<file path="config.mk">
export PLATFORM = sky130hd
export DESIGN_NAME = imh_ram
export DESIGN_NICKNAME = d
export VERILOG_FILES = /design/src/hw/rtl/imh_ram.sv
export SDC_FILE = /design/constraint.sdc
export NUM_CORES = 1
export LEC_CHECK = 0
export ABC_AREA = 1
export BUFFER_PORTS_ARGS = -buffer_cell sky130_fd_sc_hd__buf_2
export CORE_MARGIN = 1
export CORE_UTILIZATION = 41
export DETAILED_ROUTE_END_ITERATION = 12
export GPL_ROUTABILITY_DRIVEN = 1
export PLACE_DENSITY_LB_ADDON = 0.3
export SYNTH_ARGS = -nofsm -noshare
export SYNTH_HDL_FRONTEND = slang
export SYNTH_SLANG_ARGS = --single-unit
</file>
<file path="constraint.sdc">
create_clock -name clk_i -period 2.2 [get_ports clk_i]
set_input_delay 0.22 -clock clk_i [delete_from_list [all_inputs] [get_ports clk_i]]
set_output_delay 0.22 -clock clk_i [all_outputs]
set_load 0.01 [all_outputs]
</file>
<file path="src/hw/rtl/imh_ram.sv">
// Generic single-write, single-read RAM with a registered read port.
// No dependencies.
module imh_ram #(
  parameter int WIDTH = 8,
  parameter int DEPTH = 16
) (
  input  logic                     clk_i,
  input  logic                     we_i,
  input  logic [$clog2(DEPTH)-1:0] waddr_i,
  input  logic [WIDTH-1:0]         wdata_i,
  input  logic [$clog2(DEPTH)-1:0] raddr_i,
  output logic [WIDTH-1:0]         rdata_o
);

  logic [WIDTH-1:0] mem_q [DEPTH];

  // Write port and registered read port.
  always_ff @(posedge clk_i) begin
    if (we_i) begin
      mem_q[waddr_i] <= wdata_i;
    end
    rdata_o <= mem_q[raddr_i];
  end

endmodule

</file>
==> results.py <==
metrics = {
    "power": {
        "power.internal_mw": 4.88,
        "swShare_pct": 20.9,
        "power_frac_clock_pct": 47.0,
        "power_density_nw_per_um2": 923,
        "total_power_mw": 6.17,
        "combinationalPowerShare_pct": 5.6,
        "seq_power_share_pct": 47.3,
        "p_sw_mw": 1.29,
        "vdd_drop_max_mv": 0.425,
        "p_leak_nw": 2.88,
    },
    "synth": {
        "synth-warning-count": 0,
        "synth_top_area_share_pct": 66.7,
        "ys_types": 12,
        "seq_area_frac_synth_pct": 69.4,
        "synth_area_leaders": "edfxtp_1 (67%), nand2_1 (11%), nand3_1 (8.4%)",
        "syn_avg_cell_area_um2": 10.5,
        "yosys.area.top_type": "edfxtp_1",
        "synth_nets": 569,
        "syn_inst": 551,
        "ys_seq_elements": 136,
        "syn_area_um2": 5770,
    },
    "setup_path": {
        "crit_path_end_kind": "primary output",
        "slowest_stage": "dfxtp_1",
        "crit_family": "flip-flops",
        "r2r-start": "mem_q[9][3]",
        "critical_path_arrival_ns": 0.95,
        "reg2reg_depth": 6,
        "critical_path_class": "register to primary output",
        "path_buf_inv": 1,
        "required_ns": 1.98,
        "crit_path_start_kind": "register",
        "max_stage_delay_ns": 0.39,
        "reg2reg_to": "rdata_o[3]",
        "path_cells": "buf_2",
        "worstPathMaxFanout": 1,
        "ff2ff_setup_slack_ns": 1.19,
    },
    "placed_design": {
        "place_congestion": 0.813,
        "io_buffer_count": 25,
        "dpl.cell_count": 745,
        "dp_hpwl_um": 8060,
    },
    "sta": {
        "setup_tns_ns": 0,
        "tightest_slew_ns": 0.709,
        "fin_crit_ns": 1.17,
        "maxSlewHeadroom_pct": 52.5,
        "finalMaxSlewViolations": 0,
        "hold_violations": 0,
        "setup_violations": 0,
        "max_freq_mhz": 853,
        "fin_crit_sh_pct": 53.3,
        "rsz0062_at_grt": "false",
        "finalClockSkew_ns": 0.00463,
    },
    "global_route": {
        "antenna_found_initial": 0,
        "grt_max_degree": 37,
        "overflow": 0,
        "grt_pass1_wl_um": 19900,
        "grt_pass1_vias": 3575,
        "grt_usage_pct": 19.1,
    },
    "floorplan": {
        "start_util_pct": 42.9,
        "die_y_um": 121,
        "core_area_um2": 13500,
        "num_io_pins": 26,
        "num_rows": 42,
        "die_w_um": 121,
        "dieArea_um2": 14500,
    },
    "cts": {
        "worstSkewPairLatency_ns": 0.41,
        "cts_tree": "done",
        "post_cts_buffers": 0,
        "cts.reportedPaths.clkPinSlew_ns": 0.06,
        "numCtsBuffers": 17,
        "cts.sinks": 136,
        "ctsLongestPathBuffers": 2,
        "ctsHtreeMaxLevel": 4,
        "hold_buffers": 0,
        "cts-resized-gates": 0,
        "clockRootBuffer": "clkbuf_16",
    },
    "hold_path": {
        "hold_start": "raddr_i[3]",
        "min_path_cells": 3,
        "hold_end": "rdata_o[0]",
        "hp-class": "primary input to register",
    },
    "route": {
        "vias": 3753,
        "first_iter_violations": 298,
        "route.detailed.drc": 0,
        "viasPerCell": 4.84,
        "ant_nets": 0,
        "wl_per_cell_um": 16.3,
        "dr.pass1.iters": 5,
        "wl_um": 12700,
    },
    "finish": {
        "final_cells": 776,
        "syn_to_final_growth_pct": 15.9,
        "fin_nets": 606,
        "n_antenna_cell": 0,
        "n_fill_cell": 1218,
        "drive_gt1_share_pct": 12.2,
    },
    "flow_run": {
        "maxCapViolations": 0,
    },
    "outcome": {
        "status": "finished, final reports clean",
    },
}
==> through the flow <==
stage | cell area [µm²] | util [%] | worst slack, ns | hold WS (ns)
after floorplan | 5770 | - | 1.03 | 0.319
after global placement | 6070 | 45.1 | 0.662 | 0.568
after detailed placement | 6070 | 45.1 | 0.662 | 0.573
after CTS | 6680 | 49.7 | 1.01 | 0.139
after global routing | 6680 | 49.7 | 0.997 | 0.160
final | 6680 | 49.7 | 1.03 | 0.152
==> Yosys cell counts <==
cell      number
nand3_1       97
inv_1        100
nand3b_1       2
edfxtp_1     128
buf_2         13
dfxtp_1        8
nand2_1      173
buf_6          6
nor2_1        17
inv_2          2
buf_1          1
buf_4          4
==> flip-flops by register name, indices dropped and copies added, names as in the netlist <==
register,cells
mem_q,128
rdata_o,8
==> layer usage <==
layer	wire length (µm)	up-vias	global-route usage, %
li1	-	1848	-
met1	5800	1776	26.2
met2	5930	113	29.6
met3	691	16	3.82
met4	260	0	8.02
met5	0	-	0
==> how the worst max path moves through the flow <==
stage,start,slack (ns),cells after the start,end
floorplan,waddr_i[2],1.03,2,mem_q[10][0]
global route,raddr_i[0],1.0,8,rdata_o[3]
global placement,waddr_i[3],0.66,3,mem_q[6][7]
CTS,rdata_o[7],1.01,1,rdata_o[7]
detailed placement,waddr_i[3],0.66,3,mem_q[6][7]
finish,rdata_o[7],1.03,1,rdata_o[7]
==> area by class of cell <==
cell class / count / area (µm²) / share of cell area, %
Sequential cell: 136 / 4000 / 59.9
Multi-Input combinational cell: 289 / 1210 / 18.2
Clock buffer: 18 / 429 / 6.42
Inverter: 102 / 383 / 5.73
Timing Repair Buffer: 42 / 253 / 3.78
Tap cell: 176 / 220 / 3.30
Clock inverter: 13 / 180 / 2.70
==> kinds of logic (layout without fill, tap and decap cells) <==
family        after synthesis  after routing  share of synthesized area [%]
simple gates              289            289                           21.0
flops                     136            136                           69.4
buf+inv                   126            175                           9.52
==> power groups by stage <==
stage | combinational, mW | clock, mW | sequential [mW]
final | 0.348 | 2.90 | 2.92
after global routing | 0.389 | 3.06 | 2.92
after CTS | 0.352 | 2.94 | 2.92
after detailed placement | 0.351 | 0 | 2.97
after global placement | 0.344 | 0 | 2.97
after floorplan | 0.204 | 0 | 2.97
==> worst min-delay path: cells and delay by family <==
| kind | cells | cell delay (ns) |
|---|---|---|
| buf+inv | 1 | 0.16 |
| simple gates | 2 | 0.13 |
==> cell usage in the layout, fill, tap and decap left out, drive strengths merged <==
cell and n:
buf 42, bufinv 4, clkbuf 18, clkinv 4, clkinvlp 5, dfxtp 8, edfxtp 128, inv 102
nand2 173, nand3 97, nand3b 2, nor2 17
(Power assumes the default switching activity.)
