==> config.mk <==
export PLATFORM = sky130hd
export DESIGN_NAME = imh_key_cmp
export DESIGN_NICKNAME = d
export VERILOG_FILES = /design/src/hw/rtl/imh_pkg.sv /design/src/hw/rtl/imh_key_cmp.sv
export SDC_FILE = /design/constraint.sdc
export NUM_CORES = 1
export LEC_CHECK = 0
export ABC_AREA = 1
export BUFFER_PORTS_ARGS = -buffer_cell sky130_fd_sc_hd__buf_2
export CAP_MARGIN = 20
export CELL_PAD_IN_SITES_DETAIL_PLACEMENT = 1
export CELL_PAD_IN_SITES_GLOBAL_PLACEMENT = 2
export CORE_ASPECT_RATIO = 0.6
export CORE_MARGIN = 8
export CORE_UTILIZATION = 22
export DETAILED_ROUTE_END_ITERATION = 6
export MAX_ROUTING_LAYER = met4
export PLACE_DENSITY_LB_ADDON = 0.3
export SLEW_MARGIN = 20
export SYNTH_ARGS = -nofsm -noshare
export SYNTH_HDL_FRONTEND = slang
export SYNTH_SLANG_ARGS = --single-unit
export TNS_END_PERCENT = 30
==> constraint.sdc <==
create_clock -name vclk -period 2.5
set_clock_uncertainty 0.05 [all_clocks]
set_input_delay 0.375 -clock vclk [all_inputs]
set_output_delay 0.375 -clock vclk [all_outputs]
set_load 0.05 [all_outputs]
==> src/hw/rtl/imh_pkg.sv <==
// Package for the indexed min-heap core: field widths, operation and status
// codes, and the sequencer state type. No dependencies.
package imh_pkg;

  localparam int ITEM_W    = 10;
  localparam int NUM_ITEMS = 1024;
  localparam int KEY_W     = 32;
  localparam logic [KEY_W-1:0] KEY_INF = '1;

  typedef enum logic [1:0] {
    OP_ADD = 2'd0,
    OP_POP = 2'd1,
    OP_UPD = 2'd2,
    OP_ALT = 2'd3
  } op_e;

  typedef enum logic [2:0] {
    ST_DONE        = 3'd0,
    ST_POP_EMPTY   = 3'd1,
    ST_ADD_FULL    = 3'd2,
    ST_ADD_PRESENT = 3'd3,
    ST_UPD_ABSENT  = 3'd4
  } status_e;

  typedef enum logic [3:0] {
    S_CLEAR,
    S_IDLE,
    S_LOOK,
    S_POP_TOP,
    S_POP_TK,
    S_POP_LAST,
    S_POP_LK,
    S_UP_RD,
    S_UP_PI,
    S_UP_PK,
    S_DN_RD,
    S_DN_AI,
    S_DN_AK,
    S_DN_BK,
    S_DN_CMP,
    S_FIN
  } state_e;

endpackage

==> src/hw/rtl/imh_key_cmp.sv <==
// Shared key rank comparator: all-ones ranks above every finite signed key.
// Depends on imh_pkg.
module imh_key_cmp
  import imh_pkg::*;
(
  input  logic [KEY_W-1:0] a_i,
  input  logic [KEY_W-1:0] b_i,
  output logic             lt_o
);

  // True when a ranks strictly below b.
  assign lt_o = (a_i != KEY_INF) &&
                ((b_i == KEY_INF) || ($signed(a_i) < $signed(b_i)));

endmodule

==> results of run 1 <==
## worst paths after layout
kind | to | slack (ns) | cells past startpoint
setup / recovery | lt_o | 0.26 | 14
hold / removal | lt_o | 1.30 | 7
## kinds of logic after synthesis
family / count (synthesis) / share of synthesized area, %
AOI/OAI and AO/OA: 18 / 9.42
buffers and inverters: 41 / 15.5
and+or+nand+nor: 72 / 36.2
adders and majority gates: 31 / 38.9
## final cells by class
type	count	area share [%]
inverter	41	10.9
timing repair buffer	65	23.3
multi-input combinational	121	60.1
tap	63	5.60
## power by group through the flow
| stage | sequential (mW) | combinational (mW) | clock (mW) |
|---|---|---|---|
| 6_report | 0 | 0.216 | 0 |
| 5_1_grt | 0 | 0.251 | 0 |
| 4_1_cts | 0 | 0.217 | 0 |
| 2_1_floorplan | 0 | 0.120 | 0 |
| 3_3_place_gp | 0 | 0.213 | 0 |
| 3_5_place_dp | 0 | 0.215 | 0 |
## worst max-delay path: cells and delay by family
family	cells	cell delay (ns)
AND/OR/NAND/NOR	9	0.60
buffers and inverters	3	0.37
AO/OA/AOI/OAI	1	0.16
adder cells (fa/ha/maj)	1	0.30
## what timing repair did
| item | CTS | global route |
|---|---|---|
| setup buffers | 0 | 0 |
| endpoints found under the setup margin | 0 | 1 |
| resized for setup | 0 | 3 |
## through the flow
stage | worst slack (ns) | hold slack [ns] | util [%] | power (mW) | cell area (um^2)
2_1_floorplan | 0.427 | 1.14 | - | 0.120 | 996
3_3_place_gp | 0.222 | 1.36 | 31.3 | 0.213 | 1400
3_5_place_dp | 0.210 | 1.35 | 31.3 | 0.215 | 1400
4_1_cts | 0.199 | 1.35 | 31.3 | 0.217 | 1400
5_1_grt | 0.0175 | 1.38 | 31.5 | 0.251 | 1410
6_report | 0.256 | 1.30 | 31.5 | 0.216 | 1410
## cells in the final DEF (no fill, tap or decap), drive strengths merged
cell / netlist / layout
a21oi: 14 / 14
buf: 0 / 64
clkbuf: 0 / 1
ha: 31 / 31
inv: 41 / 41
nand2: 33 / 33
nand3: 5 / 5
nand4: 16 / 16
nor2: 11 / 11
nor3: 2 / 2
nor4: 5 / 5
o21ai: 4 / 4
## layer usage
metal	part of all wire, %	vias up	wire, um
li1	-	676	-
met1	54	540	1990
met2	39	28	1450
met3	6.4	0	236
met4	0	0	0
met5	0	-	0
==> impl_metrics.csv, run 1 <==
group,metric,value,unit
cells_and_area,fillers,625,
die,fp.dieH,68.1,um
synth,yosysTopAreaCell,"ha_1",
cells_and_area,area_growth,41.2,%
timing,period_minus_slack,2.24,ns
pwr,switchingPower,0.119,mW
timing,setup_violations,0,
pwr,switching_share,55.3,%
grt,grtUsageMet2,13.9,%
synth,yosysWarningCount,0,
timing,worstMarginPinSlew,0.499,ns
cells_and_area,seqCellArea,0,um^2
die,die-area,0.00701,mm^2
synth,syn_avg_cell_area,6.15,um^2
synth,synthTopCellsByArea,"ha_1 39%, inv_1 14%, nand2_1 12%, nand4_1 10%, a21oi_1 6.5%",
die,die_w,103,um
cells_and_area,final_nets,324,
outcome,status,"complete, no violations",
clocking,ctsHoldBuffers,0,
routing,drtAntennaViolNets,0,
routing,wl,3670,um
synth,synthTopCellsByCount,"38 x inv_1, 32 x nand2_1, 31 x ha_1",
critical_path,crit_path_frequent_cell,"nand2_1",
pwr,p_int,0.0965,mW
hold_path,hold_path.class,"primary input to output port",
grt,grt_remaining_overflow,0,
critical_path,crit_slowest_cell,"ha_1",
timing,drv_slew,0,
pwr,pwr-share-seq,0,%
placement,gp_congestion,0.775,
critical_path,endpoint_kind,"output port",
routing,wl_per_cell,12.6,um
timing,maxSlewHeadroom,66.4,%
timing,hold_viol_final,0,
critical_path,crit_required,2.08,ns
grt,grt_pass1_vias,1234,
timing,min_period_over_period,89.8,%
pwr,ir_drop,0.0405,mV
placement,dp.cells,290,
cells_and_area,num_antenna_cells,0,
grt,top_usage_layer,"met1",
cells_and_area,multi_input_area,846,um^2
critical_path,crit_path_start_kind,"primary input",
routing,dr.pass1.iters,4,
grt,met3_usage,1.12,%
critical_path,arrival,1.82,ns
routing,dr_total_vias,1244,
synth,ys_seq_area_share,0,%
die,start_util,22.3,%
die,placementRows,19,
cells_and_area,design.seq.count,0,
cells_and_area,final_layout_size_suffix_gt1_share,33.5,%
synth,yosys.area.top_type_share,38.9,%
cells_and_area,fin_cells,290,
die,io_pins,65,
flow_run,maxCapViolCount,0,
synth,synth.distinct_cells,17,
grt,grt_first_pass_wirelength,5620,um
grt,grt_max_degree,5,
timing,setup_tns,0,ns
placement,port_buffers,65,
synth,synth_nets,257,
routing,post-route-drc-count,0,
synth,synthCells,162,
grt,grtUsageTotal,10.1,%
critical_path,critPathMaxFanout,2,
pwr,leakage,0.873,nW
synth,synth_most_common_cell,"inv_1",
pwr,power_frac_comb,100.0,%
hold_path,hp-start,"a_i[10]",
grt,use_met1,15.7,%
critical_path,worstPathCellList,"buf_2, ha_1, a21oi_1, nor2_1, nor3_2, nand2_1, nand2_1, nand2_1, nand2_1, nand3_1, nand3_1, nand2_1, inv_1, clkbuf_4",
synth,syn_area,996,um^2
critical_path,max_stage_delay,0.30,ns
die,core,0.00447,mm^2
critical_path,path_class,"primary input to output port",
timing,rsz0062_at_grt,"no",
placement,place_hpwl,3520,um
cells_and_area,nClkBuffers,0,
routing,drtIter0Drc,22,
grt,antenna_found_initial,0,
pwr,p_clk_share,0,%
timing,fmax,0.446,GHz
routing,via_per_inst,4.29,
pwr,powerDensity,154,mW/mm^2
critical_path,startpoint,"a_i[5]",
No activity file was read; power rests on OpenSTA's default activity.
==> run 2, diff against run 1 <==
- CORE_UTILIZATION: 22 -> 21
- clock period: 2.5 -> 2.1 ns (I/O delays scaled with it)
==> run 2 against run 1 <==
Effect of this change:
- via count grew 7.3%
- count of clock-buffer cells in the layout is the same
- design area grew 20%
- critical path depth shrank 2
- global-route usage grew 0.67 points
- power grew 50%
- largest power group unchanged
- critical endpoint unchanged
- setup slack lost 0.20 ns
- highest routed layer unchanged
==> impl_metrics.csv, run 2 (synthesized netlist as in run 1, its figures left out) <==
group,metric,value,unit
routing,post-route-drc-count,0,
cells_and_area,area_growth,69.7,%
cells_and_area,mostFrequentLayoutCells,"64 x buf_2, 36 x inv_1, 30 x nand2_1",
cells_and_area,utilization,37.0,%
pwr,power,0.324,mW
critical_path,crit_path_frequent_cell,"nand3_1",
cells_and_area,layout_commonest_cell,"buf_2",
critical_path,worstPathCellList,"buf_2, ha_1, a21oi_1, o21ai_0, nand2_1, nand3_1, a21oi_2, nand3_1, nand3_1, nand2_1, inv_1, buf_6",
timing,rsz0062_at_grt,"yes",
timing,min_period_over_period,97.1,%
hold_path,hp-start,"a_i[1]",
cells_and_area,num_antenna_cells,0,
timing,drv_slew,0,
critical_path,crit_family,"compound AO/OA/AOI/OAI gates",
cells_and_area,final_layout_size_suffix_gt1_share,46.2,%
timing,worstMarginPinSlew,0.344,ns
critical_path,max_stage_delay,0.30,ns
placement,dp.cells,312,
routing,drtAntennaViolNets,0,
critical_path,crit_required,1.74,ns
pwr,ir_drop,0.0573,mV
routing,dr_total_vias,1335,
routing,dr.pass1.iters,3,
routing,wl_per_cell,12.9,um
hold_path,min_to,"lt_o",
die,core,0.00456,mm^2
grt,grt_max_degree,4,
timing,setup_violations,0,
timing,fmax,0.490,GHz
die,die-area,0.00727,mm^2
outcome,status,"complete, no violations",
cells_and_area,final_nets,346,
hold_path,hold_path_depth,7,
die,io_pins,65,
cells_and_area,nClkBuffers,0,
placement,place_hpwl,3810,um
routing,via_per_inst,4.28,
critical_path,crit_buf_inv,3,
routing,wl,4020,um
pwr,leakage,0.984,nW
grt,grt_pass1_vias,1437,
critical_path,endpoint_kind,"output port",
timing,hold_viol_final,0,
grt,antenna_found_initial,0,
critical_path,path_class,"primary input to output port",
cells_and_area,seqCellArea,0,um^2
critical_path,critPathMaxFanout,2,
cells_and_area,fin_cells,312,
hold_path,hold_path.class,"primary input to output port",
flow_run,maxCapViolCount,0,
routing,drtIter0Drc,17,
grt,grt_first_pass_wirelength,6790,um
timing,period_minus_slack,2.04,ns
grt,grtUsageTotal,10.8,%
die,fp.dieH,69.3,um
critical_path,crit_slowest_cell,"ha_1",
critical_path,arrival,1.67,ns
die,start_util,21.8,%
placement,gp_congestion,0.750,
die,placementRows,19,
timing,maxSlewHeadroom,76.8,%
placement,port_buffers,65,
critical_path,critical_path_depth,12,
pwr,powerDensity,192,mW/mm^2
die,die_w,105,um
cells_and_area,fillers,629,
critical_path,crit_path_start_kind,"primary input",
grt,grt_remaining_overflow,0,
cells_and_area,design.seq.count,0,
[run 2: cell types whose count changed in the layout (fill, tap and decap cells not counted)]
cell | previous run | this run
ha_4 | 0 | 7
buf_4 | 0 | 22
a21oi_2 | 2 | 8
inv_2 | 3 | 5
ha_1 | 31 | 24
nand2_2 | 1 | 3
buf_6 | 0 | 1
clkbuf_4 | 1 | 0
inv_1 | 38 | 36
nand2_1 | 32 | 30
a21oi_1 | 12 | 6
[run 2: repair_timing]
action                                  4_1_cts  5_1_grt
pin swaps                                     2        1
endpoints found under the hold margin         0        0
buffers inserted                              0        0
hold buffers                                  0        0
gates resized for setup                       6       15
endpoints found under the setup margin        1        1
[run 2: worst max path at each step]
stage	start	to	slack, ns
floorplan	b_i[21]	lt_o	0.15
global placement	a_i[5]	lt_o	-0.07
detailed placement	a_i[5]	lt_o	-0.09
CTS	a_i[21]	lt_o	0.01
global route	b_i[5]	lt_o	-0.11
finish	a_i[27]	lt_o	0.06
[run 2: layout make-up]
| class | instances | area [um^2] | area share, % |
|---|---|---|---|
| inverter | 41 | 154 | 9.10 |
| timing repair buffer | 87 | 497 | 29.4 |
| tap | 63 | 78.8 | 4.66 |
| multi-input combinational | 121 | 961 | 56.8 |
[run 2: metrics by stage]
step	instance area, um^2	TNS (ns)	hold slack (ns)	worst slack, ns
after global placement	1570	-0.0728	1.23	-0.0728
after global routing	1690	-0.112	1.18	-0.112
after CTS	1600	0	1.15	0.0128
after detailed placement	1570	-0.0907	1.23	-0.0907
after floorplan	996	0	1.02	0.147
final	1690	0	1.14	0.0601
[run 2: power breakdown]
group          switching (mW)  leakage [nW]  internal (mW)  total, mW
clock network               0             0              0          0
registers                   0             0              0          0
logic                   0.164         0.984          0.160      0.324
total                   0.164         0.984          0.160      0.324
[run 2: layer usage]
layer  track usage, %  vias up  wire length [um]
met3            0.835        0               110
met2             15.7       29              1610
met4                0        0                 0
met5                -        -                 0
li1                 -      722                 -
met1             16.4      584              2310
==> run 3, diff against run 2 <==
- CORE_MARGIN: 8 -> unset
==> run 3 against run 2 <==
Effect of this change:
- final cell count is 1.9% lower
- largest cell class unchanged
- sequential cell count unchanged
- design area grew 10%
- critical path depth grew 2
- global-route usage up 3.5 points
- routed wire length shrank 4.7%
- via count up 0.30%
- fmax decreased by 0.76%
- utilization grew 6.1 points
- power increased by 17%
- highest routed layer unchanged
- die area down 31%
- first-iteration DRC count down 12%
==> impl_metrics.csv, run 3 (synthesized netlist as in run 1, its figures left out) <==
group,metric,value,unit
outcome,status,"complete, no violations",
flow_run,maxCapViolCount,0,
grt,antenna_found_initial,0,
cells_and_area,seqCellArea,0,um^2
cells_and_area,fillers,564,
routing,post-route-drc-count,0,
placement,gp_congestion,0.808,
pwr,powerDensity,203,mW/mm^2
grt,grtUsageTotal,14.2,%
routing,dr.pass1.iters,3,
cells_and_area,design.seq.count,0,
critical_path,crit_buf_inv,4,
timing,maxSlewHeadroom,67.9,%
pwr,ir_drop,0.0638,mV
placement,port_buffers,65,
cells_and_area,final_nets,343,
cells_and_area,nClkBuffers,0,
die,placementRows,18,
grt,grt_pass1_vias,1324,
die,die_w,90.9,um
cells_and_area,final_layout_size_suffix_gt1_share,54.5,%
critical_path,crit_family,"simple AND/OR/NAND/NOR gates",
die,io_pins,65,
die,die-area,0.00503,mm^2
placement,place_hpwl,3390,um
critical_path,endpoint_kind,"output port",
timing,rsz0062_at_grt,"yes",
die,core,0.00432,mm^2
critical_path,arrival,1.69,ns
die,fp.dieH,55.3,um
cells_and_area,final_cell_area,0.00186,mm^2
critical_path,critPathMaxFanout,2,
cells_and_area,multi_input_area,0.00112,mm^2
timing,worstMarginPinSlew,0.477,ns
timing,hold_viol_final,0,
routing,drtAntennaViolNets,0,
routing,drtIter0Drc,15,
cells_and_area,mostFrequentLayoutCells,"58 x buf_2, 30 x inv_1, 28 x nand2_1",
hold_path,hold_path.class,"primary input to output port",
critical_path,crit_required,1.74,ns
timing,fin_ws,0.0446,ns
routing,wl_per_cell,12.5,um
grt,grt_first_pass_wirelength,5870,um
cells_and_area,area_growth,87.2,%
critical_path,path_class,"primary input to output port",
routing,dr_total_vias,1339,
timing,setup_violations,0,
timing,min_period_over_period,97.9,%
placement,place_area,0.00153,mm^2
cells_and_area,num_antenna_cells,0,
cells_and_area,layout_commonest_cell,"buf_2",
die,start_util,23.0,%
routing,wl,3830,um
timing,fmax,0.487,GHz
critical_path,crit_slowest_cell,"ha_4",
timing,drv_slew,0,
clocking,ctsHoldBuffers,0,
critical_path,crit_path_frequent_cell,"nand2_1",
critical_path,worstPathCellList,"buf_2, inv_1, ha_4, a21oi_1, o21ai_0, a21oi_2, nand2_1, nand2_1, nand2_1, nand2_1, nand3_1, nand2_1, inv_2, buf_8",
placement,dp_slack,-0.0813,ns
timing,timing.hold.ws,1.12,ns
critical_path,max_stage_delay,0.22,ns
grt,grt_remaining_overflow,0,
routing,via_per_inst,4.38,
pwr,leakage,0.982,nW
grt,grt_max_degree,4,
timing,period_minus_slack,2.06,ns
critical_path,crit_path_start_kind,"primary input",
## run 3: cell count changes in the layout (fill, tap and decap cells not counted), moves of 3 or more
| cell | before | now |
|---|---|---|
| buf_2 | 64 | 58 |
| inv_1 | 36 | 30 |
| a21oi_1 | 6 | 3 |
| ha_4 | 7 | 17 |
| buf_4 | 22 | 19 |
| a21oi_2 | 8 | 11 |
| inv_2 | 5 | 10 |
| ha_1 | 24 | 14 |
| buf_6 | 1 | 6 |
## run 3: final cells by class
type	count	share of cell area (%)
multi-input cells	121	59.9
repair buffers	84	27.7
inverters	41	8.39
well taps	60	4.03
## run 3: worst paths after layout
| check | start | end | slack, ns | cells after the start |
|---|---|---|---|---|
| max | b_i[13] | lt_o | 0.04 | 14 |
| min | a_i[4] | lt_o | 1.12 | 7 |
## run 3: through the flow
stage,total power [mW],instances,TNS (ns),util (%)
final,0.379,306,0,43.1
after global routing,0.427,306,-0.121,43.1
after CTS,0.296,305,0,35.6
after detailed placement,0.287,305,-0.0813,35.4
after global placement,0.281,305,-0.0703,35.4
after floorplan,0.143,162,0,-
## run 3: what timing repair did
action                     in CTS  in global routing
pin swaps                       0                 20
gates resized for setup         3                 52
setup endpoints to repair       1                  1
cloned                          0                  0
setup buffers                   0                  1
## run 3: power breakdown
group,switching [mW],internal (mW),total (mW)
clock network,0,0,0
logic,0.186,0.192,0.379
registers,0,0,0
total,0.186,0.192,0.379
## run 3: routing by layer
layer / share of wire (%) / global-route usage (%) / vias up
met5: 0 / - / -
met3: 4.1 / 0.826 / 0
met4: 0 / 0 / 0
li1: - / - / 714
met2: 41 / 20.9 / 32
met1: 55 / 22.3 / 593
